--- src/sv/sprm_pkg.sv ---
`timescale 1ns / 1ps
package sprm_pkg;

  // Table size and derived widths
  localparam int unsigned MAX_PEERS  = 16;
  localparam int unsigned IDX_W      = $clog2(MAX_PEERS);
  localparam int unsigned CNT_W      = $clog2(MAX_PEERS + 1);
  localparam int unsigned NOTE_SLOTS = 3;
  localparam int unsigned NOTE_W     = 2;

  typedef enum logic {
    CMD_JOIN  = 1'b0,
    CMD_LEAVE = 1'b1
  } cmd_e;

  // Input word
  typedef struct packed {
    cmd_e        cmd;
    logic [15:0] peer_src_port;
    logic [15:0] peer_listen_port;
  } in_word_t;

  // Output word
  typedef struct packed {
    logic [15:0] dest_src_port;
    logic [15:0] next_listen_port;
    logic        last;
  } out_word_t;

  // One ring entry
  typedef struct packed {
    logic [15:0] listen;
    logic [15:0] src;
  } entry_t;

  // Ring memory access for one cycle
  typedef struct packed {
    logic             we;
    logic [IDX_W-1:0] waddr;
    entry_t           wdata;
    logic [IDX_W-1:0] raddr;
  } ring_req_t;

  // Pending notification
  typedef struct packed {
    logic [15:0] dst;
    logic [15:0] nxt;
  } note_t;

endpackage

--- src/sv/sprm_ring.sv ---
`timescale 1ns / 1ps
module sprm_ring (
  input  logic                clk_i,
  input  sprm_pkg::ring_req_t req_i,
  output sprm_pkg::entry_t    rdata_o
);
  import sprm_pkg::*;

  entry_t mem_q [MAX_PEERS];
  entry_t rdata_q;

  // One write port, one registered read port
  always_ff @(posedge clk_i) begin
    if (req_i.we) begin
      mem_q[req_i.waddr] <= req_i.wdata;
    end
    rdata_q <= mem_q[req_i.raddr];
  end

  assign rdata_o = rdata_q;

endmodule

--- src/sv/sprm_seq.sv ---
`timescale 1ns / 1ps
module sprm_seq (
  input  logic                 clk_i,
  input  logic                 rst_ni,
  input  logic                 in_valid_i,
  output logic                 in_stall_o,
  input  sprm_pkg::in_word_t   in_word_i,
  output sprm_pkg::ring_req_t  ring_req_o,
  input  sprm_pkg::entry_t     ring_rdata_i,
  output logic                 note_valid_o,
  input  logic                 note_stall_i,
  output sprm_pkg::out_word_t  note_word_o
);
  import sprm_pkg::*;

  typedef enum logic [5:0] {
    ST_IDLE   = 6'b000001,
    ST_SCAN   = 6'b000010,
    ST_DECIDE = 6'b000100,
    ST_SHIFT  = 6'b001000,
    ST_PUT    = 6'b010000,
    ST_EMIT   = 6'b100000
  } state_e;

  state_e           state_q, state_d;
  cmd_e             cmd_q, cmd_d;
  logic [15:0]      src_q, src_d;
  logic [15:0]      key_q, key_d;
  logic [CNT_W-1:0] count_q, count_d;
  logic [CNT_W-1:0] old_q, old_d;
  logic [CNT_W-1:0] iss_q, iss_d;
  logic             dv_q, dv_d;
  logic [IDX_W-1:0] dvi_q, dvi_d;
  logic             found_q, found_d;
  logic [IDX_W-1:0] hit_q, hit_d;
  logic [15:0]      hit_l_q, hit_l_d;
  logic [15:0]      prev_s_q, prev_s_d;
  logic [15:0]      head_l_q, head_l_d;
  logic [15:0]      head_s_q, head_s_d;
  logic [15:0]      e1_l_q, e1_l_d;
  logic [15:0]      e1_s_q, e1_s_d;
  logic [15:0]      tail_s_q, tail_s_d;
  logic [15:0]      next_l_q, next_l_d;
  note_t            notes_q [NOTE_SLOTS];
  note_t            notes_d [NOTE_SLOTS];
  logic [NOTE_W-1:0] n_q, n_d;
  logic [NOTE_W-1:0] ptr_q, ptr_d;

  logic [CNT_W-1:0] p_w;
  logic [15:0]      succ_p_w;
  logic             hit_w;
  logic             more_w;
  logic             last_w;

  // Insert position: first entry not below the key, else the end
  assign p_w      = found_q ? CNT_W'(hit_q) : old_q;
  // Successor of the new peer: displaced entry, or head on wrap
  assign succ_p_w = (p_w == old_q) ? head_l_q : hit_l_q;
  // Shared compare unit on the word read back from the ring
  assign hit_w    = (cmd_q == CMD_JOIN) ? (ring_rdata_i.listen >= key_q)
                                        : (ring_rdata_i.src == src_q);
  assign last_w   = (ptr_q == n_q - NOTE_W'(1));

  assign in_stall_o = (state_q != ST_IDLE);

  // Sequencer
  always_comb begin
    state_d  = state_q;
    cmd_d    = cmd_q;
    src_d    = src_q;
    key_d    = key_q;
    count_d  = count_q;
    old_d    = old_q;
    iss_d    = iss_q;
    dv_d     = 1'b0;
    dvi_d    = dvi_q;
    found_d  = found_q;
    hit_d    = hit_q;
    hit_l_d  = hit_l_q;
    prev_s_d = prev_s_q;
    head_l_d = head_l_q;
    head_s_d = head_s_q;
    e1_l_d   = e1_l_q;
    e1_s_d   = e1_s_q;
    tail_s_d = tail_s_q;
    next_l_d = next_l_q;
    notes_d  = notes_q;
    n_d      = n_q;
    ptr_d    = ptr_q;
    more_w   = 1'b0;

    ring_req_o       = '0;
    note_valid_o     = 1'b0;
    note_word_o      = '0;

    unique case (state_q)
      ST_IDLE: begin
        if (in_valid_i) begin
          cmd_d   = in_word_i.cmd;
          src_d   = in_word_i.peer_src_port;
          key_d   = in_word_i.peer_listen_port;
          old_d   = count_q;
          iss_d   = '0;
          found_d = 1'b0;
          state_d = ST_SCAN;
        end
      end

      ST_SCAN: begin
        // issue one read a cycle over all members
        if (iss_q < old_q) begin
          ring_req_o.raddr = iss_q[IDX_W-1:0];
          dv_d  = 1'b1;
          dvi_d = iss_q[IDX_W-1:0];
          iss_d = iss_q + CNT_W'(1);
        end
        // evaluate the word read last cycle
        if (dv_q) begin
          if (dvi_q == '0) begin
            head_l_d = ring_rdata_i.listen;
            head_s_d = ring_rdata_i.src;
          end
          if (dvi_q == IDX_W'(1)) begin
            e1_l_d = ring_rdata_i.listen;
            e1_s_d = ring_rdata_i.src;
          end
          if (CNT_W'(dvi_q) + CNT_W'(1) == old_q) begin
            tail_s_d = ring_rdata_i.src;
          end
          if (!found_q) begin
            if (hit_w) begin
              found_d = 1'b1;
              hit_d   = dvi_q;
              hit_l_d = ring_rdata_i.listen;
            end else begin
              prev_s_d = ring_rdata_i.src;
            end
          end else if (dvi_q == hit_q + IDX_W'(1)) begin
            next_l_d = ring_rdata_i.listen;
          end
        end
        if (iss_q >= old_q && !dv_q) begin
          state_d = ST_DECIDE;
        end
      end

      ST_DECIDE: begin
        n_d = '0;
        if (cmd_q == CMD_JOIN) begin
          if ((found_q && hit_l_q == key_q) || old_q == CNT_W'(MAX_PEERS)) begin
            state_d = ST_IDLE;
          end else begin
            if (old_q == CNT_W'(1)) begin
              n_d = NOTE_W'(1);
              if (p_w == '0) begin
                notes_d[0] = '{dst: src_q, nxt: head_l_q};
              end else begin
                notes_d[0] = '{dst: head_s_q, nxt: key_q};
              end
            end else if (old_q != '0) begin
              if (p_w == '0) begin
                // new head: tail first, then the new head
                n_d = NOTE_W'(2);
                notes_d[0] = '{dst: tail_s_q, nxt: key_q};
                notes_d[1] = '{dst: src_q, nxt: head_l_q};
              end else if (p_w == CNT_W'(1) && old_q == CNT_W'(2)) begin
                // three-peer wrap
                n_d = NOTE_W'(3);
                notes_d[0] = '{dst: tail_s_q, nxt: head_l_q};
                notes_d[1] = '{dst: head_s_q, nxt: key_q};
                notes_d[2] = '{dst: src_q, nxt: succ_p_w};
              end else begin
                n_d = NOTE_W'(2);
                notes_d[0] = '{dst: prev_s_q, nxt: key_q};
                notes_d[1] = '{dst: src_q, nxt: succ_p_w};
              end
            end
            iss_d   = old_q;
            state_d = ST_SHIFT;
          end
        end else begin
          if (!found_q) begin
            state_d = ST_IDLE;
          end else if (old_q == CNT_W'(1)) begin
            count_d = '0;
            state_d = ST_IDLE;
          end else begin
            if (hit_q == '0) begin
              n_d = NOTE_W'(1);
              if (old_q == CNT_W'(2)) begin
                notes_d[0] = '{dst: e1_s_q, nxt: 16'h0000};
              end else begin
                notes_d[0] = '{dst: tail_s_q, nxt: e1_l_q};
              end
            end else if (old_q != CNT_W'(2) &&
                         CNT_W'(hit_q) + CNT_W'(1) != old_q) begin
              n_d = NOTE_W'(1);
              notes_d[0] = '{dst: prev_s_q, nxt: next_l_q};
            end
            iss_d   = CNT_W'(hit_q) + CNT_W'(1);
            state_d = ST_SHIFT;
          end
        end
      end

      ST_SHIFT: begin
        // join moves entries up from the tail, leave moves them down
        if (cmd_q == CMD_JOIN) begin
          more_w = (iss_q > p_w);
          if (more_w) begin
            ring_req_o.raddr = IDX_W'(iss_q - CNT_W'(1));
            dv_d  = 1'b1;
            dvi_d = IDX_W'(iss_q - CNT_W'(1));
            iss_d = iss_q - CNT_W'(1);
          end
        end else begin
          more_w = (iss_q < old_q);
          if (more_w) begin
            ring_req_o.raddr = iss_q[IDX_W-1:0];
            dv_d  = 1'b1;
            dvi_d = iss_q[IDX_W-1:0];
            iss_d = iss_q + CNT_W'(1);
          end
        end
        if (dv_q) begin
          ring_req_o.we    = 1'b1;
          ring_req_o.wdata = ring_rdata_i;
          ring_req_o.waddr = (cmd_q == CMD_JOIN) ? dvi_q + IDX_W'(1)
                                                 : dvi_q - IDX_W'(1);
        end
        if (!more_w && !dv_q) begin
          if (cmd_q == CMD_JOIN) begin
            state_d = ST_PUT;
          end else begin
            count_d = old_q - CNT_W'(1);
            ptr_d   = '0;
            state_d = (n_q != '0) ? ST_EMIT : ST_IDLE;
          end
        end
      end

      ST_PUT: begin
        ring_req_o.we    = 1'b1;
        ring_req_o.waddr = p_w[IDX_W-1:0];
        ring_req_o.wdata = '{listen: key_q, src: src_q};
        count_d = old_q + CNT_W'(1);
        ptr_d   = '0;
        state_d = (n_q != '0) ? ST_EMIT : ST_IDLE;
      end

      ST_EMIT: begin
        note_valid_o                 = 1'b1;
        note_word_o.dest_src_port    = notes_q[ptr_q].dst;
        note_word_o.next_listen_port = notes_q[ptr_q].nxt;
        note_word_o.last             = last_w;
        if (!note_stall_i) begin
          ptr_d = ptr_q + NOTE_W'(1);
          if (last_w) begin
            state_d = ST_IDLE;
          end
        end
      end

      default: begin
        state_d = ST_IDLE;
      end
    endcase
  end

  // Control state
  always_ff @(posedge clk_i or negedge rst_ni) begin
    if (!rst_ni) begin
      state_q <= ST_IDLE;
      count_q <= '0;
      dv_q    <= 1'b0;
      n_q     <= '0;
      ptr_q   <= '0;
      found_q <= 1'b0;
    end else begin
      state_q <= state_d;
      count_q <= count_d;
      dv_q    <= dv_d;
      n_q     <= n_d;
      ptr_q   <= ptr_d;
      found_q <= found_d;
    end
  end

  // Working data
  always_ff @(posedge clk_i) begin
    cmd_q    <= cmd_d;
    src_q    <= src_d;
    key_q    <= key_d;
    old_q    <= old_d;
    iss_q    <= iss_d;
    dvi_q    <= dvi_d;
    hit_q    <= hit_d;
    hit_l_q  <= hit_l_d;
    prev_s_q <= prev_s_d;
    head_l_q <= head_l_d;
    head_s_q <= head_s_d;
    e1_l_q   <= e1_l_d;
    e1_s_q   <= e1_s_d;
    tail_s_q <= tail_s_d;
    next_l_q <= next_l_d;
    notes_q  <= notes_d;
  end

  // Checks
  a_count_range: assert property (@(posedge clk_i) disable iff (!rst_ni)
    count_q <= CNT_W'(MAX_PEERS))
    else $error("member count beyond table size");

  a_idle_no_write: assert property (@(posedge clk_i) disable iff (!rst_ni)
    (state_q == ST_IDLE) |-> !ring_req_o.we)
    else $error("ring written while idle");

  a_emit_ptr: assert property (@(posedge clk_i) disable iff (!rst_ni)
    (state_q == ST_EMIT) |-> (n_q != '0 && ptr_q < n_q))
    else $error("notification pointer out of range");

  a_put_count: assert property (@(posedge clk_i) disable iff (!rst_ni)
    (state_q == ST_PUT) |=> (count_q == $past(old_q) + CNT_W'(1)))
    else $error("join did not grow the ring by one");

endmodule

--- src/sv/sorted_peer_ring_membership_top.sv ---
`timescale 1ns / 1ps
// Sorted peer ring: keeps up to MAX_PEERS peers ordered by listen port and, on
// each join or leave word, emits up to three notification words (peer source
// port, successor listen port, last flag on the final one). A word passes
// through a scan over all members, a decision, a shift of the entries behind
// the change, one write for a join, one notification per cycle while the output
// is free, and the return to idle, where the next word is taken. The scan and
// the shift read the entries one at a time through the single read port of the
// ring memory. in_stall_o stays high until the last notification has moved into
// the output register, which holds one word, so the sequencer can hand over one
// notification while the consumer stalls.
module sorted_peer_ring_membership_top (
  input  logic                clk_i,
  input  logic                rst_ni,
  input  logic                in_valid_i,
  output logic                in_stall_o,
  input  sprm_pkg::in_word_t  in_word_i,
  output logic                out_valid_o,
  input  logic                out_stall_i,
  output sprm_pkg::out_word_t out_word_o
);
  import sprm_pkg::*;

  ring_req_t ring_req;
  entry_t    ring_rdata;
  logic      note_valid;
  logic      note_stall;
  out_word_t note_word;
  logic      out_valid_q;
  out_word_t out_word_q;

  sprm_ring u_ring (
    .clk_i   (clk_i),
    .req_i   (ring_req),
    .rdata_o (ring_rdata)
  );

  sprm_seq u_seq (
    .clk_i        (clk_i),
    .rst_ni       (rst_ni),
    .in_valid_i   (in_valid_i),
    .in_stall_o   (in_stall_o),
    .in_word_i    (in_word_i),
    .ring_req_o   (ring_req),
    .ring_rdata_i (ring_rdata),
    .note_valid_o (note_valid),
    .note_stall_i (note_stall),
    .note_word_o  (note_word)
  );

  // Output register
  assign note_stall = out_valid_q && out_stall_i;

  always_ff @(posedge clk_i or negedge rst_ni) begin
    if (!rst_ni) begin
      out_valid_q <= 1'b0;
    end else if (note_valid && !note_stall) begin
      out_valid_q <= 1'b1;
    end else if (!out_stall_i) begin
      out_valid_q <= 1'b0;
    end
  end

  always_ff @(posedge clk_i) begin
    if (note_valid && !note_stall) begin
      out_word_q <= note_word;
    end
  end

  assign out_valid_o = out_valid_q;
  assign out_word_o  = out_word_q;

endmodule
--- config.mk ---
export PLATFORM = sky130hd
export DESIGN_NAME = sorted_peer_ring_membership_top
export DESIGN_NICKNAME = d
export VERILOG_FILES = /design/src/sv/sprm_pkg.sv /design/src/sv/sprm_ring.sv /design/src/sv/sprm_seq.sv /design/src/sv/sorted_peer_ring_membership_top.sv
export SDC_FILE = /design/constraint.sdc
export NUM_CORES = 1
export LEC_CHECK = 0
export ABC_AREA = 1
export BUFFER_PORTS_ARGS = -buffer_cell sky130_fd_sc_hd__clkbuf_2
export CAP_MARGIN = 30
export CORE_AREA = 2 2 211 420
export CTS_BUF_LIST = sky130_fd_sc_hd__clkbuf_8
export CTS_CLUSTER_DIAMETER = 30
export DETAILED_ROUTE_END_ITERATION = 8
export DIE_AREA = 0 0 213 422
export RECOVER_POWER = 50
export SYNTH_ARGS = -nofsm -noshare
export SYNTH_HDL_FRONTEND = slang
export SYNTH_SLANG_ARGS = --single-unit
--- constraint.sdc ---
create_clock -name clk_i -period 9.8 [get_ports clk_i]
set_input_delay 0.98 -clock clk_i [delete_from_list [all_inputs] [get_ports clk_i]]
set_output_delay 0.98 -clock clk_i [all_outputs]
set_load 0.05 [all_outputs]
==> flow_summary.toml <==
[final_layout]
fin_nets = 3811
utilization_pct = 49.60
nFillCells = 7826
final_common_cell = "edfxtp_1"
area_growth_pct = 11.16
stdcell_area_um2 = 43010
drive_gt1_share_pct = 9.025
most-common-layout-cells = "edfxtp_1, nand2_1, nand3_1"

[floorplanning]
dieWidth_um = 213
coreArea_um2 = 86720
ios = 72
initial_core_util_pct = 44.62
dieArea_um2 = 89890
die-height_um = 422
core.rowCount = 153

[synth]
seq_area_frac_synth_pct = 66.46
syn_area_um2 = 38690
synth_nets = 3729
synth_cell_types = 48
synth.avg_cell_area_um2 = 10.60
synth_cells = 3652
synth_top_area_share_pct = 63.64
synth-seq-cells = 870
yosys_warnings = 0
yosys-top-cells-area = "edfxtp_1, nand3_1, nand2_1"
synth_area_leader_cell = "edfxtp_1"

[critical_path]
crit_type = "reg2reg"
crit_chain = "nor2_1 > nand3_1 > nor2_2 > clkbuf_1 > inv_1 > o22ai_1 > nand2_1 > nor2_4 > buf_4"
worstPathRequired_ns = 10.22
cp_slowest_cell = "clkbuf_1"
cp_max_fo = 25
end_kind = "flip-flop"
rrSetupSlack_ns = 4.36
cp_data_arrival_time_ns = 5.86
worstSetupStartpointType = "flip-flop"
path_buf_inv = 3
path_depth = 9
max_stage_delay_ns = 1.09
critPathTopFamily = "buffers and inverters"
ff2ff_path_depth = 9

[clocking]
cts_resized = 0
cts_tree = "built"
cts_num_sinks = 870
cts_setup_buffers = 0
cts_made_buffers = 135
hold_buffers = 0
root_buffer = "clkbuf_8"
cts_max_level = 4
clkLatencyLatePin_ns = 0.80
cts.path.max_buffers = 3
cts.clk_slew.worst_paths_ns = 0.07

[timing]
period_share_pct = 55.52
fin_skew_ns = 0.03610
min_period_ns = 5.441
setup_ws_ns = 4.359
fin_setup_tns_ns = 0
tightest_slew_ns = 3.002
rsz0062_at_grt = "false"
slew_headroom_pct = -100.1
fmax_mhz = 183.8
setup_violations = 0
hold_viol = 0
maxSlewViolCount = 148

[global_route]
grt_pass1_wl_um = 156500
grtUsageTotal_pct = 23.22
grt_antenna_before_repair = 1
grt_pass1_vias = 26550
grt_overflow = 0
grt_max_degree = 170

[pwr]
p_per_area_nw_per_um2 = 230.3
power_uw = 9907
leakage_uw = 0.01703
vdd_drop_max_uv = 126.9

[flow_run]
cap_viol_max_count = 6

[placement]
dp_slack_ns = 5.222
io_buffers = 71
hpwl_um = 63050
gp_congestion = 0.8939
place_area_um2 = 40470

[route]
ant_nets = 0
top_layer_used = "met4"
vias_per_cell = 5.329
drt-met1-wl_um = 36780
first_pass_iters = 5
wl_met3_um = 5250
num_vias = 26690
wl_um = 102800
wl_per_cell_um = 20.52
drt_iter0_drc = 1986
remaining_drc_errors = 0
route.met2.wl_um = 55570

[min_path]
hold_class = "in2reg"
whs_path_depth = 1

[status]
outcome = "complete, but fails checks"
violations = "capacitance limit, slew limit"
-- final cells by class --
cell class              count  area, um2  share of cell area [%]
flip-flops and latches    870      25720                   59.79
multi-input cells        2132      10540                   24.49
inverters                 446       1674                   3.892
repair buffers            149      857.1                   1.993
clock inverters           106      820.8                   1.908
well taps                1162       1454                   3.380
clock buffers             142       1954                   4.544
diodes                      1      2.502                0.005818
-- power breakdown --
group | switching (uW) | leakage, uW | internal (uW)
Sequential | 239 | 0.00692 | 4330
Combinational | 1540 | 0.00861 | 665
Clock | 1510 | 0.00150 | 1620
Total | 3290 | 0.0170 | 6620
-- layer usage --
layer  track usage, %  vias up
met5                0        -
met4            12.49        0
met3            3.312      282
met2            43.09      871
met1            24.99    12830
li1                 -    12710
-- state kept, by name, indices dropped and copies added, names as in the netlist, 6 cells and up --
| signal | count |
|---|---|
| u_ring.mem_q | 512 |
| u_seq.notes_q | 96 |
| out_word_o | 33 |
| u_ring.rdata_o | 32 |
| u_seq.e1_l_q | 16 |
| u_seq.e1_s_q | 16 |
| u_seq.head_l_q | 16 |
| u_seq.head_s_q | 16 |
| u_seq.hit_l_q | 16 |
| u_seq.key_q | 16 |
| u_seq.next_l_q | 16 |
| u_seq.prev_s_q | 16 |
| u_seq.src_q | 16 |
| u_seq.tail_s_q | 16 |
| u_seq.state_q | 6 |
-- worst paths after layout --
check,start,to
max,u_seq.state_q[4],u_ring.mem_q[11][17]
min,in_word_i[11],u_seq.key_q[11]
max reg2reg,u_seq.state_q[4],u_ring.mem_q[11][17]
min reg2reg,u_seq.count_q[3],u_seq.old_q[3]
max in group asynchronous,rst_ni,u_seq.n_q[0]
min in group asynchronous,rst_ni,out_valid_o
-- synthesized netlist by cell type (all sizes together) --
master and count:
dfrtp 17, a31oi 4, nand4 17, nor3 12, a21oi 128, nand2 791
nand3 639, a221oi 1, xor2 23, clkbuf 79, dfstp 1, xnor2 15
o211ai 12, nor2 166, a21o 16, and3 3, ha 40, clkinv 3
o22ai 17, a32o 1, edfxtp 820, dfxtp 32, a22o 8, a211oi 1
o21a 4, o21ai 194, o221ai 1, a2111oi 1, buf 125, or2 6
inv 443, o32ai 32
-- per-stage QoR --
step | hold slack, ns | cells
after floorplan | 0.4186 | 3652
after global placement | 0.4291 | 4749
after detailed placement | 0.4431 | 4759
after CTS | 0.1010 | 5007
after global routing | 0.3290 | 5008
final | 0.3685 | 5008
-- cells by family (layout without fill, tap and decap cells) --
| group | after synthesis | count (layout) | share of synthesized area, % |
|---|---|---|---|
| AO/OA/AOI/OAI | 420 | 420 | 6.170 |
| XOR/XNOR | 38 | 38 | 0.8601 |
| adder cells (fa/ha/maj) | 40 | 40 | 1.293 |
| buffers and inverters | 650 | 843 | 6.871 |
| flip-flops | 870 | 870 | 66.46 |
| other | 0 | 1 | 0 |
| AND/OR/NAND/NOR | 1634 | 1634 | 18.35 |
Note: power is estimated with default switching activity, not from simulation.
